<file path="config.mk">
export PLATFORM = sky130hd
export DESIGN_NAME = tausworthe_taus2_generator
export DESIGN_NICKNAME = d
export VERILOG_FILES = /design/src/rtl/taus2_pkg.sv /design/src/rtl/tausworthe_taus2_generator.sv
export SDC_FILE = /design/constraint.sdc
export NUM_CORES = 1
export LEC_CHECK = 0
export ABC_AREA = 1
export BUFFER_PORTS_ARGS = -buffer_cell sky130_fd_sc_hd__buf_2
export CAP_MARGIN = 5
export CELL_PAD_IN_SITES_DETAIL_PLACEMENT = 2
export CELL_PAD_IN_SITES_GLOBAL_PLACEMENT = 2
export CORE_MARGIN = 8
export CORE_UTILIZATION = 30
export CTS_CLUSTER_SIZE = 16
export DETAILED_ROUTE_END_ITERATION = 12
export MAX_ROUTING_LAYER = met4
export PLACE_DENSITY_LB_ADDON = 0.1
export SLEW_MARGIN = 10
export SYNTH_ARGS = -nofsm -noshare
export SYNTH_HDL_FRONTEND = slang
export SYNTH_SLANG_ARGS = --single-unit
</file>
<file path="constraint.sdc">
create_clock -name aclk -period 8.75 [get_ports aclk]
set_clock_uncertainty 0.05 [all_clocks]
set_input_delay 1.75 -clock aclk [delete_from_list [all_inputs] [get_ports aclk]]
set_output_delay 1.75 -clock aclk [all_outputs]
set_load 0.02 [all_outputs]
</file>
<file path="src/rtl/taus2_pkg.sv">
// Shared constants and component recurrences for the taus2 generator.
// No dependencies; imported by tausworthe_taus2_generator.
`timescale 1ns / 1ps
package taus2_pkg;

    localparam int WORD_W    = 32;
    localparam int S_DATA_W  = 72;   // mode(2) + seed(32) + bound(32), padded to bytes
    localparam int M_DATA_W  = 32;
    localparam int MODE_W    = 2;
    localparam int LCG_BITS  = 17;   // 69069 fits in 17 bits
    localparam int CNT_W     = 5;
    localparam int WARM_DRAWS = 6;

    localparam logic [LCG_BITS-1:0] LCG_MULT = 17'd69069;

    localparam logic [MODE_W-1:0] MODE_SEED    = 2'd0;
    localparam logic [MODE_W-1:0] MODE_RAW     = 2'd1;
    localparam logic [MODE_W-1:0] MODE_BOUNDED = 2'd2;
    localparam logic [MODE_W-1:0] MODE_UNUSED  = 2'd3;

    typedef logic [WORD_W-1:0] word_t;

    // Per-word floor applied after the LCG fill.
    function automatic word_t seed_floor(input logic [1:0] idx);
        word_t f;
        unique case (idx)
            2'd0:    f = 32'd2;
            2'd1:    f = 32'd8;
            default: f = 32'd16;
        endcase
        return f;
    endfunction

    function automatic word_t taus_one(input word_t s);
        return ((s & 32'hFFFF_FFFE) << 12) ^ (((s << 13) ^ s) >> 19);
    endfunction

    function automatic word_t taus_two(input word_t s);
        return ((s & 32'hFFFF_FFF8) << 4) ^ (((s << 2) ^ s) >> 25);
    endfunction

    function automatic word_t taus_three(input word_t s);
        return ((s & 32'hFFFF_FFF0) << 17) ^ (((s << 3) ^ s) >> 11);
    endfunction

endpackage

</file>
<file path="src/rtl/tausworthe_taus2_generator.sv">
// Combined three-component Tausworthe (taus2) generator, top level.
// Depends on taus2_pkg for constants and the component recurrences.
`timescale 1ns / 1ps
// One transfer in gives one transfer out. Modes: seed (LCG fill from
// seed_value, floors, six warm-up draws, returns value 0), raw draw (XOR
// of the three stepped words), bounded draw (uniform integer below
// range_bound by rejection; a bound of zero returns status 1 and leaves the
// state alone), and the unused code 3, which returns 0 and touches nothing.
// Raw, unused and zero-bound transfers go straight to ST_DONE. Seeding
// runs the bit-serial shift-add LCG multiplier (17 multiplier bits per
// word); a bounded draw runs the shared one-bit-per-cycle restoring
// divider once for the scale floor((2^32-1)/n) and once per draw for the
// quotient, taking one or more draws. A new transfer is taken as soon as
// the core is back in idle, even while the previous result still waits in
// the output register. After reset the core seeds itself with zero, with
// s_tready low throughout, and emits no result.
module tausworthe_taus2_generator (
    input  logic                           aclk,
    input  logic                           aresetn,
    input  logic                           s_tvalid,
    output logic                           s_tready,
    input  logic [taus2_pkg::S_DATA_W-1:0] s_tdata,   // [1:0] mode, [33:2] seed_value,
                                                      // [65:34] range_bound, rest zero
    output logic                           m_tvalid,
    input  logic                           m_tready,
    output logic [taus2_pkg::M_DATA_W-1:0] m_tdata,   // [31:0] value
    output logic                           m_tuser    // [0] status: 1 = zero bound
);
    import taus2_pkg::*;

    localparam logic [2:0] ST_IDLE  = 3'd0;
    localparam logic [2:0] ST_LCG   = 3'd1;   // shift-add LCG fill, one bit per cycle
    localparam logic [2:0] ST_WARM  = 3'd2;   // six discarded draws
    localparam logic [2:0] ST_SCALE = 3'd3;   // divider: (2^32-1) / n
    localparam logic [2:0] ST_DRAW  = 3'd4;   // step words, load draw into divider
    localparam logic [2:0] ST_DIVK  = 3'd5;   // divider: draw / scale
    localparam logic [2:0] ST_DONE  = 3'd6;   // hand result to output register

    logic [2:0]          state_reg;
    logic [CNT_W-1:0]    cnt_reg;
    logic [1:0]          idx_reg;
    logic                emit_reg;     // seeding came from a transfer (not reset)
    word_t               c1_reg, c2_reg, c3_reg;
    word_t               bound_reg, scale_reg;
    word_t               acc_reg, mcand_reg;
    logic [LCG_BITS-1:0] mult_reg;
    word_t               div_q_reg, div_r_reg, div_d_reg;
    word_t               res_value_reg;
    logic                res_status_reg;
    logic                m_valid_reg;
    word_t               m_value_reg;
    logic                m_status_reg;

    logic [MODE_W-1:0]   in_mode;
    word_t               in_seed, in_bound;
    word_t               n1, n2, n3, draw_val;
    word_t               acc_sum, lcg_word, lcg_floor, lcg_raised;
    logic [WORD_W:0]     r_sh;
    logic                div_ge;
    word_t               r_new, q_new;
    logic                out_free;

    assign in_mode  = s_tdata[MODE_W-1:0];
    assign in_seed  = s_tdata[MODE_W +: WORD_W];
    assign in_bound = s_tdata[MODE_W+WORD_W +: WORD_W];

    assign s_tready = (state_reg == ST_IDLE);
    assign m_tvalid = m_valid_reg;
    assign m_tdata  = m_value_reg;
    assign m_tuser  = m_status_reg;
    assign out_free = !m_valid_reg || m_tready;

    // One generator step of all three components.
    assign n1       = taus_one(c1_reg);
    assign n2       = taus_two(c2_reg);
    assign n3       = taus_three(c3_reg);
    assign draw_val = n1 ^ n2 ^ n3;

    // LCG: one multiplier bit per cycle, multiplicand shifts left.
    assign acc_sum    = acc_reg + (mult_reg[0] ? mcand_reg : '0);
    assign lcg_word   = acc_sum;
    assign lcg_floor  = seed_floor(idx_reg);
    assign lcg_raised = (lcg_word < lcg_floor) ? lcg_word + lcg_floor : lcg_word;

    // Restoring divider, one quotient bit per cycle.
    assign r_sh   = {div_r_reg, div_q_reg[WORD_W-1]};
    assign div_ge = (r_sh >= {1'b0, div_d_reg});
    assign r_new  = div_ge ? word_t'(r_sh - {1'b0, div_d_reg}) : r_sh[WORD_W-1:0];
    assign q_new  = {div_q_reg[WORD_W-2:0], div_ge};

    always_ff @(posedge aclk) begin
        if (!aresetn) begin
            state_reg   <= ST_LCG;       // self-seed with zero
            cnt_reg     <= '0;
            idx_reg     <= '0;
            emit_reg    <= 1'b0;
            acc_reg     <= '0;
            mcand_reg   <= '0;
            mult_reg    <= LCG_MULT;
            m_valid_reg <= 1'b0;
        end else begin
            if (m_valid_reg && m_tready) begin
                m_valid_reg <= 1'b0;
            end

            unique case (state_reg)
                ST_IDLE: begin
                    if (s_tvalid) begin
                        res_value_reg  <= '0;
                        res_status_reg <= 1'b0;
                        unique case (in_mode)
                            MODE_SEED: begin
                                mcand_reg <= in_seed;
                                acc_reg   <= '0;
                                mult_reg  <= LCG_MULT;
                                cnt_reg   <= '0;
                                idx_reg   <= '0;
                                emit_reg  <= 1'b1;
                                state_reg <= ST_LCG;
                            end
                            MODE_RAW: begin
                                c1_reg        <= n1;
                                c2_reg        <= n2;
                                c3_reg        <= n3;
                                res_value_reg <= draw_val;
                                state_reg     <= ST_DONE;
                            end
                            MODE_BOUNDED: begin
                                if (in_bound == '0) begin
                                    res_status_reg <= 1'b1;
                                    state_reg      <= ST_DONE;
                                end else begin
                                    bound_reg <= in_bound;
                                    div_q_reg <= '1;
                                    div_r_reg <= '0;
                                    div_d_reg <= in_bound;
                                    cnt_reg   <= '0;
                                    state_reg <= ST_SCALE;
                                end
                            end
                            MODE_UNUSED: begin
                                state_reg <= ST_DONE;
                            end
                        endcase
                    end
                end

                ST_LCG: begin
                    acc_reg   <= acc_sum;
                    mcand_reg <= mcand_reg << 1;
                    mult_reg  <= mult_reg >> 1;
                    cnt_reg   <= cnt_reg + 1'b1;
                    if (cnt_reg == CNT_W'(LCG_BITS - 1)) begin
                        unique case (idx_reg)
                            2'd0:    c1_reg <= lcg_raised;
                            2'd1:    c2_reg <= lcg_raised;
                            default: c3_reg <= lcg_raised;
                        endcase
                        acc_reg   <= '0;
                        mcand_reg <= lcg_raised;   // chain into next word
                        mult_reg  <= LCG_MULT;
                        cnt_reg   <= '0;
                        if (idx_reg == 2'd2) begin
                            state_reg <= ST_WARM;
                        end else begin
                            idx_reg <= idx_reg + 1'b1;
                        end
                    end
                end

                ST_WARM: begin
                    c1_reg  <= n1;
                    c2_reg  <= n2;
                    c3_reg  <= n3;
                    cnt_reg <= cnt_reg + 1'b1;
                    if (cnt_reg == CNT_W'(WARM_DRAWS - 1)) begin
                        state_reg <= emit_reg ? ST_DONE : ST_IDLE;
                    end
                end

                ST_SCALE: begin
                    div_q_reg <= q_new;
                    div_r_reg <= r_new;
                    cnt_reg   <= cnt_reg + 1'b1;
                    if (cnt_reg == CNT_W'(WORD_W - 1)) begin
                        scale_reg <= q_new;
                        state_reg <= ST_DRAW;
                    end
                end

                ST_DRAW: begin
                    c1_reg    <= n1;
                    c2_reg    <= n2;
                    c3_reg    <= n3;
                    div_q_reg <= draw_val;
                    div_r_reg <= '0;
                    div_d_reg <= scale_reg;
                    cnt_reg   <= '0;
                    state_reg <= ST_DIVK;
                end

                ST_DIVK: begin
                    div_q_reg <= q_new;
                    div_r_reg <= r_new;
                    cnt_reg   <= cnt_reg + 1'b1;
                    if (cnt_reg == CNT_W'(WORD_W - 1)) begin
                        if (q_new < bound_reg) begin
                            res_value_reg <= q_new;
                            state_reg     <= ST_DONE;
                        end else begin
                            state_reg <= ST_DRAW;   // reject, draw again
                        end
                    end
                end

                ST_DONE: begin
                    if (out_free) begin
                        m_valid_reg  <= 1'b1;
                        m_value_reg  <= res_value_reg;
                        m_status_reg <= res_status_reg;
                        emit_reg     <= 1'b0;
                        state_reg    <= ST_IDLE;
                    end
                end

                default: begin
                    state_reg <= ST_IDLE;
                end
            endcase
        end
    end

endmodule
</file>
==> run_results.csv, run 1 <==
group,metric,value,unit
logic_synthesis,synth_cells,2395,
sta,timing.final.ws_setup,4.33,ns
drt,drtAntennaViolNets,0,
sta,finalSetupViolCount,0,
floorplan,placement_rows,99,
power,powerDensity,377,mW/mm²
clock_network,post_cts_setup_repair_bufs,0,
place,io_buffers,104,
logic_synthesis,yosys-top-cells-area,"edfxtp_1 43%, nand2_1 9.9%, dfxtp_1 8.5%",
logic_synthesis,synthDistinctLibCells,52,
global_routing,first_global_vias,19300,
drt,totalWireLength,75600,µm
setup_path,timing.critical_path.buf_inv,6,
logic_synthesis,syn-num-nets,2581,
global_routing,grt_usage,18.7,%
sta,final_hold_viol_count,0,
status,run_status,"finished clean",
logic_synthesis,synth_top_flop_cell,"edfxtp_1",
drt,detailedRoute.firstPassIterationCount,5,
setup_path,timing.critical_path.slowest_cell_delay,0.77,ns
logic_synthesis,synthDominantAreaCellType,"edfxtp_1",
setup_path,crit_path_start_kind,"flop",
finish,nets,2671,
global_routing,grt_max_degree,75,
drt,via_per_inst,4.96,
power,power.total,0.00944,W
drt,routed-via-count,17300,
worst_hold_path,min-delay-path-class,"flop to flop",
power,p_leak,10.1,nW
logic_synthesis,yosysSeqAreaShare,51.8,%
drt,remaining_drc_errors,0,
sta,setup_repair_after_global_routing_missed_its_margin,"false",
clock_network,htree_levels,2,
finish,diodes,0,
clock_network,clk_pin_slew,0.06,ns
floorplan,dieWidth,286,µm
global_routing,global_route_wire_length_before_repair,117000,µm
setup_path,cp_top_family,"buffers and inverters",
setup_path,critPathRequiredTime,8.91,ns
sta,final_min_period_over_clock_period,50.5,%
clock_network,cts_tree,"done",
clock_network,cts_buffer_depth,3,
sta,timing.fmax,0.226,GHz
logic_synthesis,yosys_warnings,0,
finish,finish.cell_count_without_fillers,3483,
sta,max-slew-margin-rel,25.8,%
run,drv.max_cap_violation_count,0,
setup_path,crit_path_end_kind,"flop",
sta,timing.setup.tns,0,ns
place,dpl_worst_slack,3.64,ns
setup_path,worstPathArrival,4.57,ns
power,vdd_ir_max,0.227,mV
place,gp_routability_congestion,0.852,
logic_synthesis,synth-seq-cells,407,
finish,mostFrequentLayoutCell,"nand2_1",
setup_path,critical-path-slowest-cell,"buf_4",
floorplan,chipHeight,286,µm
global_routing,globalRoute.totalOverflow,0,
floorplan,io_pins,111,
clock_network,cts_inserted_buffers,51,
finish,ratio_of_cells_with_drive_above_1_in_the_final_layout,9.98,%
logic_synthesis,synth.cell_area,0.0218,mm²
sta,worst-slew-pin-transition,1.11,ns
floorplan,initial_core_util,30.1,%
clock_network,clkLatencyLatePin,0.59,ns
setup_path,timing.setup.critical_path_class,"flop to flop",
setup_path,critical_path.cell_chain,"inv_1 > nor2_2 > buf_4 > inv_1 > nand2_2 > buf_4 > inv_1 > a211oi_4 > buf_4",
global_routing,grt_antenna_before_repair,0,
place,dp_cells,3391,
clock_network,cts_hold_fix_bufs,0,
sta,min_period,4.42,ns
clock_network,clock_tree.root_cell,"clkbuf_16",
setup_path,worst-path-max-fanout,64,
finish,area_growth_syn_to_layout,14.9,%
logic_synthesis,yosys.area.top_type_share,43.3,%
floorplan,die_area,0.0815,mm²
finish,layout.cells.most_common_list,"573 x nand2_1, 314 x edfxtp_1, 260 x inv_1",
place,dp_hpwl,56900,µm
logic_synthesis,post_synth.cell_area_avg,9.10,µm²
floorplan,placeableCoreArea,0.0725,mm²
clock_network,clock_sink_count,407,
sta,slew_viol_final,0,
logic_synthesis,synth_async_sr_flop_share,0,%
clock_network,post_cts_resize_count,0,
drt,drt_first_iter_violations,692,
drt,drt-wirelength-per-cell,21.7,µm
logic_synthesis,synth_edf_count,314,
cells in the mapped netlist (11+ instances only):
master    instances
nand2_1         576
o21ai_0         222
buf_2            11
nand3_1          52
xor2_1           71
clkbuf_1         74
nand4_1          26
a21oi_1         217
nand2_2          11
edfxtp_1        314
dfxtp_1          93
inv_1           262
nor2_1          114
o21ai_1          11
xnor2_1          88
nor3_1           17
ha_1            108
a221oi_1         32
power breakdown:
group	switching (W)	internal (W)
clock network	0.000867	0.00122
registers	0.000321	0.00279
logic	0.00303	0.00122
through the flow:
| step | instance area [µm²] | util (%) | hold WS (ns) |
|---|---|---|---|
| after floorplan | 21800 | - | 0.350 |
| after global placement | 23400 | 32.3 | 0.355 |
| after detailed placement | 23400 | 32.3 | 0.356 |
| after CTS | 25000 | 34.6 | 0.369 |
| after global routing | 25000 | 34.6 | 0.368 |
| final | 25000 | 34.6 | 0.367 |
logic make-up (layout without fill, tap and decap cells):
group                      Yosys count  count (layout)  share of synthesized area [%]
and+or+nand+nor                    817             817                           15.3
xor gates and xnor gates           159             159                           6.39
DFF                                407             407                           51.8
AOI/OAI and AO/OA                  547             547                           13.9
adders and majority gates          110             110                           6.38
buffers and inverters              355             484                           6.18
path summary, 6_finish.rpt:
check / from / end / slack, ns / cells after the start
max: state_reg[2]$_SDFFE_PN0P_ / div_r_reg[10]$_SDFFCE_PP0P_ / 4.33 / 9
min: res_value_reg[1]$_DFFE_PP_ / m_tdata[1]$_DFFE_PP_ / 0.37 / 0
max reg2reg: state_reg[2]$_SDFFE_PN0P_ / div_r_reg[10]$_SDFFCE_PP0P_ / 4.33 / 9
min reg2reg: res_value_reg[1]$_DFFE_PP_ / m_tdata[1]$_DFFE_PP_ / 0.37 / 0
layout make-up:
| class | count | area (µm²) |
|---|---|---|
| Inverter | 267 | 1000 |
| Sequential cell | 407 | 11300 |
| Timing Repair Buffer | 125 | 678 |
| Clock buffer | 67 | 1380 |
| Fill cell | 8093 | 47400 |
| Tap cell | 959 | 1200 |
| Clock inverter | 25 | 240 |
| Multi-Input combinational cell | 1633 | 9260 |
per-layer routing:
| metal | part of all wire (%) | GRT usage [%] | vias up |
|---|---|---|---|
| met5 | 0 | - | - |
| met3 | 2.6 | 2.17 | 88 |
| met1 | 44 | 22.3 | 8658 |
| met4 | 2.0 | 4.12 | 0 |
| li1 | - | - | 8313 |
| met2 | 51 | 33.8 | 209 |
Note: power is estimated with default switching activity, not from simulation.
==> run 2, diff against run 1 <==
clock period = 4.4 ns   (was 8.75 ns; I/O delays follow)
==> run_results.csv, run 2 (synthesis gave the netlist of run 1 again) <==
group,metric,value,unit
worst_hold_path,hold_end,"m_tdata[4]$_DFFE_PP_",
finish,layout.cells.most_common_list,"573 x nand2_1, 314 x edfxtp_1, 260 x inv_1",
sta,timing.setup.tns,0,ns
place,dp_hpwl,57600,µm
setup_path,worstPathArrival,4.01,ns
setup_path,rr_startpoint,"mult_reg[0]$_SDFFE_PN1P_",
floorplan,placeableCoreArea,0.0725,mm²
setup_path,crit_path_end_kind,"flop",
setup_path,crit_path_start_kind,"flop",
worst_hold_path,min_path_cells,0,
power,p_leak,10.3,nW
setup_path,end_of_the_worst_register_to_register_path,"c1_reg[4]$_DFFE_PP_",
finish,ratio_of_cells_with_drive_above_1_in_the_final_layout,10.7,%
global_routing,grt_max_degree,86,
clock_network,post_cts_setup_repair_bufs,0,
floorplan,die_area,0.0815,mm²
sta,setup_repair_after_global_routing_missed_its_margin,"false",
power,vdd_ir_max,0.476,mV
sta,worst-slew-pin-transition,1.17,ns
setup_path,worst-path-max-fanout,31,
clock_network,clkLatencyLatePin,0.60,ns
sta,finalSetupViolCount,0,
clock_network,cts_inserted_buffers,52,
worst_hold_path,min-delay-start,"res_value_reg[4]$_DFFE_PP_",
sta,final_hold_viol_count,0,
setup_path,critPathRequiredTime,4.81,ns
setup_path,timing.critical_path.slowest_cell_delay,0.40,ns
global_routing,globalRoute.totalOverflow,0,
drt,drt-wirelength-per-cell,21.7,µm
global_routing,grt_usage,18.8,%
run,drv.max_cap_violation_count,0,
sta,final_min_period_over_clock_period,81.7,%
setup_path,reg2regPathDepth,19,
place,io_buffers,104,
clock_network,htree_levels,2,
clock_network,clock_tree.root_cell,"clkbuf_16",
floorplan,chipHeight,286,µm
setup_path,reg2reg_setup_slack,0.80,ns
finish,finish.cell_count_without_fillers,3501,
sta,slew_viol_final,0,
global_routing,grt_antenna_before_repair,1,
clock_network,post_cts_resize_count,0,
worst_hold_path,min-delay-path-class,"flop to flop",
clock_network,clk_pin_slew,0.06,ns
drt,drtAntennaViolNets,0,
setup_path,critical-path-slowest-cell,"dfxtp_1",
finish,diodes,0,
floorplan,placement_rows,99,
drt,drt_first_iter_violations,652,
finish,area_growth_syn_to_layout,15.9,%
drt,routed-via-count,17300,
global_routing,first_global_vias,19800,
setup_path,timing.critical_path.mode_cell,"nand2_1",
drt,detailedRoute.firstPassIterationCount,4,
finish,mostFrequentLayoutCell,"nand2_1",
clock_network,clock_sink_count,407,
floorplan,initial_core_util,30.1,%
drt,via_per_inst,4.95,
finish,nets,2689,
sta,timing.fmax,0.278,GHz
global_routing,global_route_wire_length_before_repair,118000,µm
place,gp_routability_congestion,0.873,
clock_network,cts_tree,"done",
place,dp_cells,3408,
power,powerDensity,753,mW/mm²
sta,min_period,3.60,ns
setup_path,timing.setup.critical_path_class,"flop to flop",
finish,n_fill_cell,8058,
floorplan,io_pins,111,
drt,remaining_drc_errors,0,
clock_network,cts_buffer_depth,3,
floorplan,dieWidth,286,µm
status,run_status,"finished clean",
setup_path,critical_path.cell_chain,"buf_12 > nand2_1 > inv_1 > ha_1 > a21oi_1 > o21bai_1 > a21oi_1 > nand2_2 > nand2_1 > nand2_1 > xor2_1 > buf_4 > nor2_1 > nand2_1 > nor2_4 > nand3_2 > nand2_1 > nand3_1 > nand2_1",
sta,max-slew-margin-rel,21.8,%
drt,totalWireLength,75900,µm
clock_network,cts_hold_fix_bufs,0,
[run 2: cell count changes in the layout (fill, tap and decap cells not counted), sizes merged]
cell,delta
clkinv,+4
buf,+17
inv,-1
clkinvlp,+1
clkbuf,-5
bufinv,+2
[run 2: per-stage QoR]
step	setup slack, ns	utilization (%)	hold WS, ns	total power [W]	area, µm²
after floorplan	0.357	-	0.350	0.0117	21800
after global placement	0.819	32.6	0.357	0.0147	23600
after detailed placement	0.784	32.6	0.362	0.0150	23600
after CTS	0.768	34.9	0.372	0.0194	25300
after global routing	0.458	34.9	0.372	0.0204	25300
final	0.805	34.9	0.371	0.0190	25300
[run 2: worst max-delay path: cells and delay by family (launching register included)]
kind	cells	cell delay, ns
AND/OR/NAND/NOR	11	1.42
AO/OA/AOI/OAI	3	0.68
buffers and inverters	3	0.43
flip-flops	1	0.40
adder cells (fa/ha/maj)	1	0.31
XOR/XNOR	1	0.13
[run 2: worst max path at each step]
stage,startpoint,endpoint,cells after the start
after CTS,mult_reg[0]$_SDFFE_PN1P_,c1_reg[4]$_DFFE_PP_,21
after global placement,mult_reg[0]$_SDFFE_PN1P_,c3_reg[4]$_DFFE_PP_,18
final,mult_reg[0]$_SDFFE_PN1P_,c1_reg[4]$_DFFE_PP_,19
after floorplan,s_tdata[40],div_d_reg[0]$_DFFE_PP_,6
after global routing,mult_reg[0]$_SDFFE_PN1P_,c1_reg[4]$_DFFE_PP_,20
after detailed placement,mult_reg[0]$_SDFFE_PN1P_,c1_reg[4]$_DFFE_PP_,20
[run 2: per-layer routing]
layer	part of all wire [%]	global-route usage [%]	vias up
met5	0	-	-
met4	2.6	5.04	0
met3	2.4	2.21	100
met2	51	34.0	197
met1	43	22.0	8702
li1	-	-	8346
[run 2: where the power goes]
group          total (W)  switching (W)  internal, W
Combinational    0.00861        0.00606      0.00255
Sequential       0.00613       0.000597      0.00553
Clock            0.00429        0.00177      0.00252
[run 2: cell type report]
cell class | count | area [µm²] | share of cell area, %
clock buffers | 62 | 1340 | 5.30
clock inverters | 31 | 333 | 1.32
inverters | 267 | 1000 | 3.97
multi-input cells | 1633 | 9250 | 36.6
flip-flops and latches | 407 | 11300 | 44.7
well taps | 959 | 1200 | 4.75
repair buffers | 142 | 856 | 3.39
==> run 3, diff against run 2 <==
ABC_AREA = 0   (was 1)
clock period = 3.7 ns   (was 4.4 ns; I/O delays follow)
==> run_results.csv, run 3 <==
group,metric,value,unit
status,run_status,"finished with violations",
status,violations,"negative setup slack",
clock_network,htree_levels,2,
finish,n_fill_cell,7959,
power,powerDensity,762,mW/mm²
logic_synthesis,yosysSeqAreaShare,50.2,%
global_routing,globalRoute.totalOverflow,0,
drt,drt-wirelength-per-cell,24.7,µm
floorplan,io_pins,111,
clock_network,clkLatencyLatePin,0.62,ns
global_routing,grt_max_degree,94,
place,dpl_worst_slack,-0.930,ns
drt,detailedRoute.firstPassIterationCount,4,
power,vdd_ir_max,0.386,mV
setup_path,crit_path_end_kind,"flop",
sta,final_min_period_over_clock_period,121,%
setup_path,timing.setup.critical_path_class,"flop to flop",
logic_synthesis,synthDistinctLibCells,78,
run,drv.max_cap_violation_count,0,
setup_path,worst_setup_path_startpoint,"mult_reg[0]$_SDFFE_PN1P_",
setup_path,worstPathArrival,4.74,ns
worst_hold_path,min-delay-path-class,"input pin to flop",
logic_synthesis,synthDominantAreaCellType,"edfxtp_1",
finish,nets,2792,
power,power.share.combinational,46.4,%
sta,timing.fmax,0.224,GHz
logic_synthesis,netlist_top_cells_count,"314 x edfxtp_1, 297 x nand2_1, 164 x a21oi_1, 143 x nor2_1, 125 x o21ai_0",
global_routing,grt_usage,21.2,%
finish,layout.cells.most_common_list,"314 x edfxtp_1, 291 x buf_4, 284 x nand2_1",
setup_path,rr_startpoint,"mult_reg[0]$_SDFFE_PN1P_",
logic_synthesis,syn-num-nets,2430,
power,swShare,40.5,%
logic_synthesis,synth_edf_count,314,
finish,ratio_of_cells_with_drive_above_1_in_the_final_layout,24.2,%
logic_synthesis,yosysMostFrequentCell,"edfxtp_1",
logic_synthesis,synth-seq-cells,407,
drt,routed-via-count,19000,
drt,drtAntennaViolNets,0,
power,clkPwrFrac,23.8,%
setup_path,critical_path.cell_chain,"and2_4 > ha_4 > fa_2 > buf_6 > a211oi_4 > o211ai_1 > a211oi_2 > nor2_1 > xor2_1 > or4b_1 > or4_4 > or4_4 > buf_12 > o21ai_4 > a22oi_2",
setup_path,timing.critical_path.mode_cell,"or4_4",
clock_network,cts_hold_fix_bufs,0,
place,io_buffers,104,
sta,finalSetupViolCount,21,
drt,met1_length,37200,µm
setup_path,critPathRequiredTime,3.97,ns
drt,wl_met2,47200,µm
clock_network,cts_tree,"done",
floorplan,placeableCoreArea,0.0743,mm²
finish,area_growth_syn_to_layout,27.7,%
clock_network,clk_pin_slew,0.06,ns
power,power.sequential.fraction,29.8,%
clock_network,clock_sink_count,407,
setup_path,critical-path-slowest-cell,"or4_4",
logic_synthesis,synth_top_flop_cell,"edfxtp_1",
global_routing,grt_antenna_before_repair,1,
floorplan,die_area,0.0840,mm²
logic_synthesis,post_synth.cell_area_avg,10.0,µm²
sta,timing.final.ws_setup,-0.765,ns
place,dp_hpwl,68100,µm
sta,timing.setup.tns,-11.45,ns
drt,via_per_inst,5.24,
sta,max-slew-margin-rel,47.4,%
clock_network,cts_inserted_buffers,51,
power,power.total,0.0219,W
clock_network,clock_tree.root_cell,"clkbuf_16",
drt,totalWireLength,89400,µm
setup_path,path_depth,15,
setup_path,timing.critical_path.slowest_cell_delay,0.58,ns
drt,route.top_layer_used,"met4",
logic_synthesis,synth_async_sr_flop_share,0,%
power,p_leak,11.2,nW
logic_synthesis,yosys-top-cells-area,"edfxtp_1 42%, dfxtp_1 8.3%, ha_1 6.0%",
sta,worst-slew-pin-transition,0.787,ns
sta,slew_viol_final,0,
drt,remaining_drc_errors,0,
drt,drt_first_iter_violations,822,
clock_network,cts_buffer_depth,3,
setup_path,end_of_the_worst_register_to_register_path,"c1_reg[3]$_DFFE_PP_",
setup_path,worst-path-max-fanout,4,
drt,met3RoutedLength,2140,µm
place,placedInstanceArea,0.0262,mm²
setup_path,crit_path_start_kind,"flop",
sta,finalHoldWorstSlack,0.307,ns
power,power.internal,0.0130,W
floorplan,dieWidth,290,µm
floorplan,placement_rows,100,
setup_path,timing.critical_path.buf_inv,2,
setup_path,reg2regPathDepth,15,
logic_synthesis,synth.cell_area,0.0225,mm²
setup_path,cp_top_family,"simple AND/OR/NAND/NOR gates",
setup_path,reg2reg_setup_slack,-0.77,ns
floorplan,chipHeight,290,µm
logic_synthesis,yosys.area.top_type_share,41.9,%
power,total_switching_power,0.00887,W
logic_synthesis,synth_cells,2244,
finish,mostFrequentLayoutCell,"edfxtp_1",
place,gp_routability_congestion,0.856,
logic_synthesis,yosys_warnings,0,
sta,final_hold_viol_count,0,
setup_path,worstSetupEndpoint,"c1_reg[3]$_DFFE_PP_",
finish,fin_area,0.0287,mm²
global_routing,first_global_vias,21100,
floorplan,initial_core_util,30.3,%
sta,min_period,4.47,ns
global_routing,global_route_wire_length_before_repair,135000,µm
sta,setup_repair_after_global_routing_missed_its_margin,"true",
[run 3: changes by cell type after synthesis, moves of 32 or more]
| cell | previous run | this run |
|---|---|---|
| inv_1 | 262 | 93 |
| nand2_1 | 576 | 297 |
| a21o_1 | 6 | 41 |
| a22oi_1 | 2 | 35 |
| mux2_2 | 0 | 32 |
| o21ai_0 | 222 | 125 |
| and2_1 | 0 | 62 |
| a21oi_1 | 217 | 164 |
| nor2b_1 | 0 | 55 |
[run 3: power groups by stage]
stage / sequential [W] / clock (W) / combinational (W)
global route: 0.00660 / 0.00552 / 0.0111
detailed placement: 0.00661 / 0 / 0.00958
floorplan: 0.00638 / 0 / 0.00536
CTS: 0.00654 / 0.00535 / 0.0101
finish: 0.00653 / 0.00522 / 0.0102
global placement: 0.00658 / 0 / 0.00929
[run 3: cells by family after synthesis]
family | count (synthesis) | synth area share [%]
mux | 37 | 1.82
xor+xnor | 144 | 5.61
flops | 407 | 50.2
simple gates | 762 | 16.3
buf+inv | 203 | 3.41
fa+ha+maj | 110 | 6.19
compound gates | 581 | 16.5
[run 3: through the flow]
step           instances  util, %
2_1_floorplan       2244        -
3_3_place_gp        3497     35.3
3_5_place_dp        3497     35.3
4_1_cts             3611     38.4
5_1_grt             3615     38.6
6_report            3616     38.6
[run 3: worst min path at each step]
stage,startpoint,to,slack [ns],depth (start not counted)
floorplan,res_value_reg[0]$_DFFE_PP_,m_tdata[0]$_DFFE_PP_,0.35,0
global placement,res_value_reg[26]$_DFFE_PP_,m_tdata[26]$_DFFE_PP_,0.36,0
detailed placement,res_value_reg[0]$_DFFE_PP_,m_tdata[0]$_DFFE_PP_,0.36,0
CTS,s_tdata[44],bound_reg[10]$_DFFE_PP_,0.26,1
global route,s_tdata[44],bound_reg[10]$_DFFE_PP_,0.28,1
finish,s_tdata[48],bound_reg[14]$_DFFE_PP_,0.31,1
[run 3: routing by layer]
metal	up-vias	track usage, %
met5	-	-
met4	0	6.12
met3	120	2.18
met2	266	39.2
met1	9686	24.1
li1	8892	-
[run 3: layout make-up]
type	count	area, µm²	area share [%]
inverters	93	349	1.22
well taps	969	1210	4.22
flip-flops and latches	407	11300	39.3
repair buffers	419	3080	10.7
multi-input cells	1634	11000	38.5
clock buffers	58	1350	4.71
clock inverters	34	384	1.34
diodes	2	5.00	0.0174
[run 3: repair_timing]
action,CTS,global route
gates cloned,2,0
setup endpoints to repair,89,94
hold endpoints to repair,0,0
pin swaps,44,23
setup buffers,21,7
resized for setup,78,48
